## src/hw/rtl/iptr_pkg.sv

```systemverilog
// Shared constants, codes and controller/datapath interface types of the neighbour table resolver.
package iptr_pkg;

    localparam int IP_W      = 32;
    localparam int MAC_W     = 48;
    localparam int CFG_IDX_W = 8;

    // Configuration register indexes.
    localparam logic [CFG_IDX_W-1:0] REG_SUBNET_MASK = 8'd0;
    localparam logic [CFG_IDX_W-1:0] REG_GATEWAY_IP  = 8'd1;

    // Request actions.
    localparam logic ACT_LEARN   = 1'b0;
    localparam logic ACT_RESOLVE = 1'b1;

    localparam logic [IP_W-1:0]  SUBNET_MASK_RST = 32'hFFFF_FF00;
    localparam logic [IP_W-1:0]  GATEWAY_IP_RST  = 32'h0000_0000;
    localparam logic [IP_W-1:0]  BCAST_IP        = 32'hFFFF_FFFF;
    localparam logic [MAC_W-1:0] BCAST_MAC       = 48'hFFFF_FFFF_FFFF;

    // Commands from the controller to the datapath.
    typedef struct packed {
        logic load;    // capture a new request and restart the search
        logic step;    // advance the table search by one entry
        logic commit;  // write back the table and load the result register
    } iptr_cmd_t;

    // Status from the datapath to the controller.
    typedef struct packed {
        logic search_done;  // search finished, match or end of valid entries
        logic out_free;     // result register can take a new result this cycle
    } iptr_status_t;

endpackage

```

## src/hw/rtl/iptr_ctrl.sv

```systemverilog
// Controller state machine that sequences capture, search and write-back of one request.
module iptr_ctrl
    import iptr_pkg::*;
(
    input  logic         aclk,
    input  logic         aresetn,
    input  logic         s_valid,
    output logic         s_ready,
    input  iptr_status_t status,
    output iptr_cmd_t    cmd
);

    typedef enum logic [2:0] {
        ST_IDLE   = 3'b001,
        ST_SEARCH = 3'b010,
        ST_COMMIT = 3'b100
    } state_t;

    state_t state_reg;
    state_t state_next;

    assign s_ready = (state_reg == ST_IDLE);

    always_comb begin
        state_next = state_reg;
        cmd        = '0;
        case (state_reg)
            ST_IDLE: begin
                if (s_valid) begin
                    cmd.load   = 1'b1;
                    state_next = ST_SEARCH;
                end
            end
            ST_SEARCH: begin
                cmd.step = 1'b1;
                if (status.search_done) begin
                    state_next = ST_COMMIT;
                end
            end
            ST_COMMIT: begin
                if (status.out_free) begin
                    cmd.commit = 1'b1;
                    state_next = ST_IDLE;
                end
            end
            default: begin
                state_next = ST_IDLE;
            end
        endcase
    end

    always_ff @(posedge aclk) begin
        if (!aresetn) begin
            state_reg <= ST_IDLE;
        end else begin
            state_reg <= state_next;
        end
    end

endmodule

```

## src/hw/rtl/iptr_dp.sv

```systemverilog
// Datapath holding the neighbour table, configuration registers, search pipeline and result register.
module iptr_dp
    import iptr_pkg::*;
#(
    parameter int ENTRIES = 16
)
(
    input  logic                 aclk,
    input  logic                 aresetn,
    input  iptr_cmd_t            cmd,
    output iptr_status_t         status,
    input  logic                 s_action,
    input  logic [IP_W-1:0]      s_ip_addr,
    input  logic [MAC_W-1:0]     s_mac_addr,
    input  logic                 cfg_wr,
    input  logic [CFG_IDX_W-1:0] cfg_index,
    input  logic [IP_W-1:0]      cfg_data,
    input  logic                 m_ready,
    output logic                 m_valid,
    output logic                 m_hit,
    output logic [IP_W-1:0]      m_next_hop,
    output logic [MAC_W-1:0]     m_mac_out,
    output logic                 m_table_full
);

    localparam int IDX_W = $clog2(ENTRIES);
    localparam int CNT_W = $clog2(ENTRIES + 1);
    localparam logic [CNT_W-1:0] CNT_FULL = CNT_W'(ENTRIES);
    localparam logic [CNT_W-1:0] CNT_ONE  = CNT_W'(1);

    // Entry 0 is the fixed broadcast mapping; its address never changes, so
    // only its MAC is held in a register. Slot 0 of the memories is unused.
    logic [IP_W-1:0]  mem_ip  [ENTRIES];
    logic [MAC_W-1:0] mem_mac [ENTRIES];

    logic [IP_W-1:0]  subnet_mask_reg, subnet_mask_next;
    logic [IP_W-1:0]  gateway_ip_reg, gateway_ip_next;
    logic [MAC_W-1:0] mac0_reg, mac0_next;
    logic [CNT_W-1:0] used_count_reg, used_count_next;

    logic             req_action_reg;
    logic [IP_W-1:0]  req_ip_reg;
    logic [MAC_W-1:0] req_mac_reg;
    logic [IP_W-1:0]  hop_reg;

    logic [CNT_W-1:0] rd_idx_reg, rd_idx_next;
    logic             cmp_valid_reg, cmp_valid_next;
    logic [IDX_W-1:0] cmp_idx_reg;
    logic [IP_W-1:0]  rd_ip_reg;
    logic [MAC_W-1:0] rd_mac_reg;
    logic             found_reg, found_next;
    logic [IDX_W-1:0] found_idx_reg;
    logic [MAC_W-1:0] found_mac_reg;

    logic             out_valid_reg, out_valid_next;
    logic             out_hit_reg;
    logic [IP_W-1:0]  out_hop_reg;
    logic [MAC_W-1:0] out_mac_reg;
    logic             out_full_reg;

    logic             issue;
    logic             match;
    logic [IP_W-1:0]  cmp_ip;
    logic [MAC_W-1:0] cmp_mac;
    logic [IP_W-1:0]  route_hop;
    logic             is_learn;
    logic             tbl_full;
    logic             wr_ip_en;
    logic             wr_mac_en;
    logic [IDX_W-1:0] wr_addr;
    logic             res_hit;
    logic [MAC_W-1:0] res_mac;

    // Routing: off-subnet destinations of a resolve go to the gateway.
    assign route_hop = ((s_action == ACT_RESOLVE) &&
                        ((s_ip_addr & subnet_mask_reg) != (gateway_ip_reg & subnet_mask_reg)))
                       ? gateway_ip_reg : s_ip_addr;

    // Search: one read issued per cycle, compared in the cycle after it is issued.
    assign issue   = cmd.step && !found_reg && (rd_idx_reg < used_count_reg);
    assign cmp_ip  = (cmp_idx_reg == '0) ? BCAST_IP : rd_ip_reg;
    assign cmp_mac = (cmp_idx_reg == '0) ? mac0_reg : rd_mac_reg;
    assign match   = cmp_valid_reg && !found_reg && (cmp_ip == hop_reg);

    assign status.search_done = !cmp_valid_reg &&
                                (found_reg || (rd_idx_reg >= used_count_reg));
    assign status.out_free    = !out_valid_reg || m_ready;

    assign is_learn  = (req_action_reg == ACT_LEARN);
    assign tbl_full  = (used_count_reg == CNT_FULL);
    assign res_hit   = found_reg;
    assign res_mac   = found_reg ? (is_learn ? req_mac_reg : found_mac_reg) : '0;

    // Write-back of a learn: update a found entry or, unless the table is full, append at the fill count.
    always_comb begin
        wr_ip_en  = 1'b0;
        wr_mac_en = 1'b0;
        wr_addr   = used_count_reg[IDX_W-1:0];
        mac0_next = mac0_reg;
        used_count_next = used_count_reg;
        if (cmd.commit && is_learn) begin
            if (found_reg) begin
                if (found_idx_reg == '0) begin
                    mac0_next = req_mac_reg;
                end else begin
                    wr_mac_en = 1'b1;
                    wr_addr   = found_idx_reg;
                end
            end else if (!tbl_full) begin
                wr_ip_en        = 1'b1;
                wr_mac_en       = 1'b1;
                used_count_next = used_count_reg + CNT_ONE;
            end
        end
    end

    always_comb begin
        rd_idx_next    = rd_idx_reg;
        cmp_valid_next = issue;
        found_next     = found_reg || match;
        if (issue) begin
            rd_idx_next = rd_idx_reg + CNT_ONE;
        end
        if (cmd.load) begin
            rd_idx_next    = '0;
            cmp_valid_next = 1'b0;
            found_next     = 1'b0;
        end
    end

    always_comb begin
        subnet_mask_next = subnet_mask_reg;
        gateway_ip_next  = gateway_ip_reg;
        if (cfg_wr) begin
            case (cfg_index)
                REG_SUBNET_MASK: subnet_mask_next = cfg_data;
                REG_GATEWAY_IP:  gateway_ip_next  = cfg_data;
                default: begin
                end
            endcase
        end
    end

    always_comb begin
        out_valid_next = out_valid_reg;
        if (cmd.commit) begin
            out_valid_next = 1'b1;
        end else if (m_ready) begin
            out_valid_next = 1'b0;
        end
    end

    always_ff @(posedge aclk) begin
        if (!aresetn) begin
            subnet_mask_reg <= SUBNET_MASK_RST;
            gateway_ip_reg  <= GATEWAY_IP_RST;
            mac0_reg        <= BCAST_MAC;
            used_count_reg  <= CNT_ONE;
            rd_idx_reg      <= '0;
            cmp_valid_reg   <= 1'b0;
            found_reg       <= 1'b0;
            out_valid_reg   <= 1'b0;
        end else begin
            subnet_mask_reg <= subnet_mask_next;
            gateway_ip_reg  <= gateway_ip_next;
            mac0_reg        <= mac0_next;
            used_count_reg  <= used_count_next;
            rd_idx_reg      <= rd_idx_next;
            cmp_valid_reg   <= cmp_valid_next;
            found_reg       <= found_next;
            out_valid_reg   <= out_valid_next;
        end
    end

    always_ff @(posedge aclk) begin
        if (cmd.load) begin
            req_action_reg <= s_action;
            req_ip_reg     <= s_ip_addr;
            req_mac_reg    <= s_mac_addr;
            hop_reg        <= route_hop;
        end
        if (issue) begin
            cmp_idx_reg <= rd_idx_reg[IDX_W-1:0];
        end
        if (match) begin
            found_idx_reg <= cmp_idx_reg;
            found_mac_reg <= cmp_mac;
        end
        if (cmd.commit) begin
            out_hit_reg  <= res_hit;
            out_hop_reg  <= hop_reg;
            out_mac_reg  <= res_mac;
            out_full_reg <= is_learn && !found_reg && tbl_full;
        end
    end

    // Table memories: one write port and one registered read port each.
    always_ff @(posedge aclk) begin
        if (issue) begin
            rd_ip_reg  <= mem_ip[rd_idx_reg[IDX_W-1:0]];
            rd_mac_reg <= mem_mac[rd_idx_reg[IDX_W-1:0]];
        end
        if (wr_ip_en) begin
            mem_ip[wr_addr] <= req_ip_reg;
        end
        if (wr_mac_en) begin
            mem_mac[wr_addr] <= req_mac_reg;
        end
    end

    assign m_valid      = out_valid_reg;
    assign m_hit        = out_hit_reg;
    assign m_next_hop   = out_hop_reg;
    assign m_mac_out    = out_mac_reg;
    assign m_table_full = out_full_reg;

`ifndef SYNTHESIS
    a_used_count_range: assert property (@(posedge aclk) disable iff (!aresetn)
        (used_count_reg >= CNT_ONE) && (used_count_reg <= CNT_FULL))
        else $error("fill count left its legal range");

    a_found_in_range: assert property (@(posedge aclk) disable iff (!aresetn)
        found_reg |-> (CNT_W'(found_idx_reg) < used_count_reg))
        else $error("match recorded beyond the valid entries");

    a_full_excludes_hit: assert property (@(posedge aclk) disable iff (!aresetn)
        out_valid_reg |-> !(out_full_reg && out_hit_reg))
        else $error("result reports both a hit and a full table");

    a_commit_loads_result: assert property (@(posedge aclk) disable iff (!aresetn)
        cmd.commit |=> out_valid_reg)
        else $error("write-back did not present a result");

    a_no_commit_mid_search: assert property (@(posedge aclk) disable iff (!aresetn)
        cmd.commit |-> status.search_done)
        else $error("write-back issued before the search finished");
`endif

endmodule

```

## src/hw/rtl/ip_neighbor_table_resolver_top.sv

```systemverilog
// Top level of the IPv4 neighbour table resolver: controller plus datapath.
//
//  Channel   Ports                                          Carries
//  -------   --------------------------------------------   --------------------------------
//  input     s_valid s_ready s_action s_ip_addr s_mac_addr   one learn or resolve request
//  result    m_valid m_ready m_hit m_next_hop m_mac_out      one result per request
//            m_table_full
//  config    cfg_valid cfg_ready cfg_index cfg_data          register writes (mask, gateway)
//
// After acceptance a request reads the valid entries in order through the registered
// read port and compares each, stopping at the first match; once the end of the search
// is seen, the result is written back and loaded into the result register.
// Requests are taken one at a time; s_ready is high only while idle, the cycle after
// the result is loaded. A stalled result holds the next write-back, not the next request.
// Reset is synchronous and active low; it leaves entry 0 mapping broadcast to broadcast.
module ip_neighbor_table_resolver_top
    import iptr_pkg::*;
#(
    parameter int ENTRIES = 16
)
(
    input  logic                 aclk,
    input  logic                 aresetn,
    input  logic                 s_valid,
    output logic                 s_ready,
    input  logic                 s_action,
    input  logic [IP_W-1:0]      s_ip_addr,
    input  logic [MAC_W-1:0]     s_mac_addr,
    output logic                 m_valid,
    input  logic                 m_ready,
    output logic                 m_hit,
    output logic [IP_W-1:0]      m_next_hop,
    output logic [MAC_W-1:0]     m_mac_out,
    output logic                 m_table_full,
    input  logic                 cfg_valid,
    output logic                 cfg_ready,
    input  logic [CFG_IDX_W-1:0] cfg_index,
    input  logic [IP_W-1:0]      cfg_data
);

    iptr_cmd_t    cmd;
    iptr_status_t status;

    // Configuration writes are always taken; the user must issue them only while idle (not enforced).
    assign cfg_ready = 1'b1;

    iptr_ctrl u_ctrl (
        .aclk    (aclk),
        .aresetn (aresetn),
        .s_valid (s_valid),
        .s_ready (s_ready),
        .status  (status),
        .cmd     (cmd)
    );

    iptr_dp #(
        .ENTRIES (ENTRIES)
    ) u_dp (
        .aclk         (aclk),
        .aresetn      (aresetn),
        .cmd          (cmd),
        .status       (status),
        .s_action     (s_action),
        .s_ip_addr    (s_ip_addr),
        .s_mac_addr   (s_mac_addr),
        .cfg_wr       (cfg_valid && cfg_ready),
        .cfg_index    (cfg_index),
        .cfg_data     (cfg_data),
        .m_ready      (m_ready),
        .m_valid      (m_valid),
        .m_hit        (m_hit),
        .m_next_hop   (m_next_hop),
        .m_mac_out    (m_mac_out),
        .m_table_full (m_table_full)
    );

endmodule

```

## config.mk

```make
export PLATFORM = sky130hd
export DESIGN_NAME = ip_neighbor_table_resolver_top
export DESIGN_NICKNAME = d
export VERILOG_FILES = /design/src/hw/rtl/iptr_pkg.sv /design/src/hw/rtl/iptr_ctrl.sv /design/src/hw/rtl/iptr_dp.sv /design/src/hw/rtl/ip_neighbor_table_resolver_top.sv
export SDC_FILE = /design/constraint.sdc
export NUM_CORES = 2
export LEC_CHECK = 0
export BUFFER_PORTS_ARGS = -buffer_cell sky130_fd_sc_hd__buf_2
export CAP_MARGIN = 30
export CELL_PAD_IN_SITES_DETAIL_PLACEMENT = 0
export CELL_PAD_IN_SITES_GLOBAL_PLACEMENT = 1
export CORE_MARGIN = 8
export CORE_UTILIZATION = 35
export DETAILED_ROUTE_END_ITERATION = 12
export GPL_TIMING_DRIVEN = 0
export MAX_ROUTING_LAYER = met4
export PLACE_DENSITY_LB_ADDON = 0.1
export RECOVER_POWER = 25
export SLEW_MARGIN = 20
export SYNTH_ARGS = -nofsm -noshare
export SYNTH_HDL_FRONTEND = slang
export SYNTH_HIERARCHICAL = 1
export SYNTH_SLANG_ARGS = --single-unit
```

## constraint.sdc

```tcl
create_clock -name aclk -period 13.2 [get_ports aclk]
set_clock_uncertainty 0.05 [all_clocks]
set_input_delay 3.96 -clock aclk [delete_from_list [all_inputs] [get_ports aclk]]
set_output_delay 3.96 -clock aclk [all_outputs]
set_load 0.01 [all_outputs]
```

==> summary.md <==
| Metric | Value |
|---|---|
| Die Y | `451 µm` |
| Largest delay share family, worst path | `simple AND/OR/NAND/NOR gates` |
| CTS hold repair buffers | `0` |
| Reg2reg path depth | `13` |
| RR Endpoint | `u_dp/mem_mac[14][31]` |
| Final Setup Violations | `0` |
| Tcrit/Tclk final | `0.561` |
| Worst R2R Setup Slack | `8730 ps` |
| Max reg flops | `768` |
| Initial core utilization | `0.352` |
| Syn avg cell area | `21.1 µm²` |
| Area post-placement | `73400 µm²` |
| Gr ovfl total | `0` |
| Core region area | `188000 µm²` |
| Vias in the first global route | `34849` |
| Worst-Margin Slew | `1030 ps` |
| Area Growth Syn to Fin | `20.5%` |
| Largest net degree at the start of global routing | `45` |
| CP startpoint kind | `input port` |
| Yosys synthesis warning count | `6` |
| Chip width | `451 µm` |
| # resized after CTS | `0` |
| Metal-1 WL | `80.9 mm` |
| Biggest register | `u_dp/mem_mac` |
| Synth Cell Area | `66100 µm²` |
| Worst r2r src | `u_dp/m_valid` |
| Final hold violations | `0` |
| Syn nets | `3271` |
| Largest cells by area after synthesis | `edfxtp_1, mux4_2, dfxtp_1` |
| Metal2 WL | `102 mm` |
| Max Slew Vio Count | `0` |
| CTS tree | `done` |
| CP arrival | `7860 ps` |
| CTS buffer count | `189` |
| DR vias | `33028` |
| Wire per inst | `31.1 µm` |
| Peak VDD IR | `100 µV` |
| Gr usage total | `0.196` |
| Total Power | `11.6 mW` |
| Fillers | `16358` |
| WP data required | `13660 ps` |
| Initial antenna violation count | `7` |
| Cells after Synth | `3137` |
| Die area | `203000 µm²` |
| Via/cell ratio | `5.21` |
| CP endpoint kind | `register` |
| Hold path start | `u_dp/cmp_idx_reg[1]` |
| Worst-path maximum fanout | `15` |
| HPWL Detailed | `133 mm` |
| WP depth | `14` |
| Highest layer used for signal routing | `met4` |
| Hold slack | `407 ps` |
| Nets | `3813` |
| Total of max-cap violations | `0` |
| Highest achievable clock rate | `0.135 GHz` |
| Port Buffers | `209` |
| Final instance area | `79700 µm²` |
| Commonest cells post-synth | `edfxtp_1, mux4_2, nand2_1` |
| Setup bufs post-CTS | `0` |
| Met3 wire len | `9.18 mm` |
| WS Path Type | `in -> reg` |
| CTS Root Buffer Type | `clkbuf_16` |
| Detail Route Antenna Nets | `0` |
| Number of enable flip-flop cells after synthesis | `1611` |
| Initial drt markers | `2969` |
| Top-count cell post-synth | `edfxtp_1` |
| Reg clk slew, reported paths | `60 ps` |
| Global-route wire length before repair | `273 mm` |
| Post-synth ARST share | `0` |
| CP Buf/Inv Count | `6` |
| Top-Level Pins | `211` |
| CP max stage cell | `nor2_4` |
| Flops & latches, synth | `1739` |
| Layout cells sized above 1 | `0.320` |
| Unrepaired setup endpoints after global routing | `no` |
| Sink Count | `1739` |
| Top cell type's share of synthesized area | `0.732` |
| Synth area leader | `edfxtp_1` |
| DRC viols | `0` |
| Site Rows | `159` |
| Hold Path Sink | `u_dp/found_idx_reg[1]` |
| Crit path cell chain | `buf_2 -> nand2b_1 -> nand2_1 -> nor3_4 -> buf_8 -> inv_1 -> nor3_1 -> and2_1 -> clkbuf_1 -> nand2_1 -> and2_1 -> nor2_4 -> buf_16 -> buf_12` |
| WL final | `197 mm` |
| Main flop type after synthesis | `edfxtp_1` |
| H-tree levels | `4` |
| Slew HR | `0.315` |
| Clock Path Buffers | `3` |
| Outcome | `finished, final reports clean` |
| Min-Delay Path Depth | `0` |
| Minimum clock period | `7400 ps` |
| DRT Pass-1 Iters | `7` |
| Critical Path Max Stage Delay | `500 ps` |
| Cell area power density | `146 nW/µm²` |
| Pleak | `25.7 nW` |
| Min-delay worst type | `reg -> reg` |
| Placer Congestion | `0.771` |
| Crit path from | `m_ready` |
| Top flop regs | `u_dp/mem_mac: 768 flops, u_dp/mem_ip: 512 flops` |
| Synth cell types | `59` |
| Clk_lat worst skew | `820 ps` |
| Post-synthesis sequential area ratio | `0.771` |
cells in the final DEF, fill, tap and decap left out, types with 55 or more instances in the layout:
| master | Yosys | routed |
|---|---|---|
| edfxtp_1 | 1611 | 1611 |
| mux4_2 | 400 | 400 |
| buf_2 | 43 | 265 |
| nand2_1 | 243 | 243 |
| clkbuf_16 | 0 | 192 |
| clkbuf_1 | 96 | 128 |
| dfxtp_1 | 128 | 128 |
| nand3_1 | 80 | 80 |
| nor2b_1 | 56 | 56 |
| buf_16 | 0 | 55 |
cells by family (layout without fill, tap and decap cells):
family | count (synthesis) | count (layout) | share of synthesized area
compound gates | 130 | 130 | 0.0148
flops | 1739 | 1739 | 0.771
xor+xnor | 48 | 48 | 0.00636
buf+inv | 170 | 873 | 0.0114
fa+ha+maj | 8 | 8 | 0.00151
mux | 530 | 530 | 0.159
other cells | 1 | 2 | 0.0000567
simple gates | 511 | 511 | 0.0359
metrics by stage:
stage          TNS (ps)  cells  worst slack (ps)  utilization
2_1_floorplan         0   3137              1940            -
3_3_place_gp   -6940900   5841             -6330        0.374
3_5_place_dp          0   5977              4930        0.391
4_1_cts               0   6329              5800        0.424
5_1_grt               0   6335              5580        0.424
6_report              0   6336              5800        0.424
area by class of cell:
type / instances / area, µm² / share of cell area
Antenna cell: 1 / 2.50 / 0.0000314
Timing Repair Buffer: 351 / 3960 / 0.0497
Tap cell: 2495 / 3120 / 0.0392
Buffer: 158 / 727 / 0.00913
Multi-Input combinational cell: 1228 / 14700 / 0.184
Clock buffer: 243 / 5130 / 0.0644
Clock inverter: 109 / 1060 / 0.0134
Sequential cell: 1739 / 50900 / 0.639
Inverter: 12 / 52.6 / 0.000660
layer usage:
metal  vias up  global-route usage
met5         -                   -
met4         0              0.0446
met3       262              0.0308
met2       993               0.342
met1     17810               0.243
li1      13963                   -
how the worst max path moves through the flow:
| stage | slack (ps) | endpoint |
|---|---|---|
| 3_3_place_gp | -6330 | u_dp/mem_mac[13][25] |
| 4_1_cts | 5800 | u_dp/mem_mac[12][15] |
| 3_5_place_dp | 4930 | u_dp/mem_mac[12][36] |
| 2_1_floorplan | 1940 | u_dp/mem_mac[12][0] |
| 6_report | 5800 | u_dp/mem_mac[14][31] |
| 5_1_grt | 5580 | u_dp/mem_mac[12][15] |
where the power goes:
| group | switching, mW | internal, mW | leakage, nW |
|---|---|---|---|
| Combinational | 0.124 | 0.0871 | 6.96 |
| Clock | 2.17 | 3.08 | 3.06 |
| Sequential | 0.108 | 6.07 | 15.7 |
| Total | 2.40 | 9.24 | 25.7 |
(Power assumes the default switching activity.)
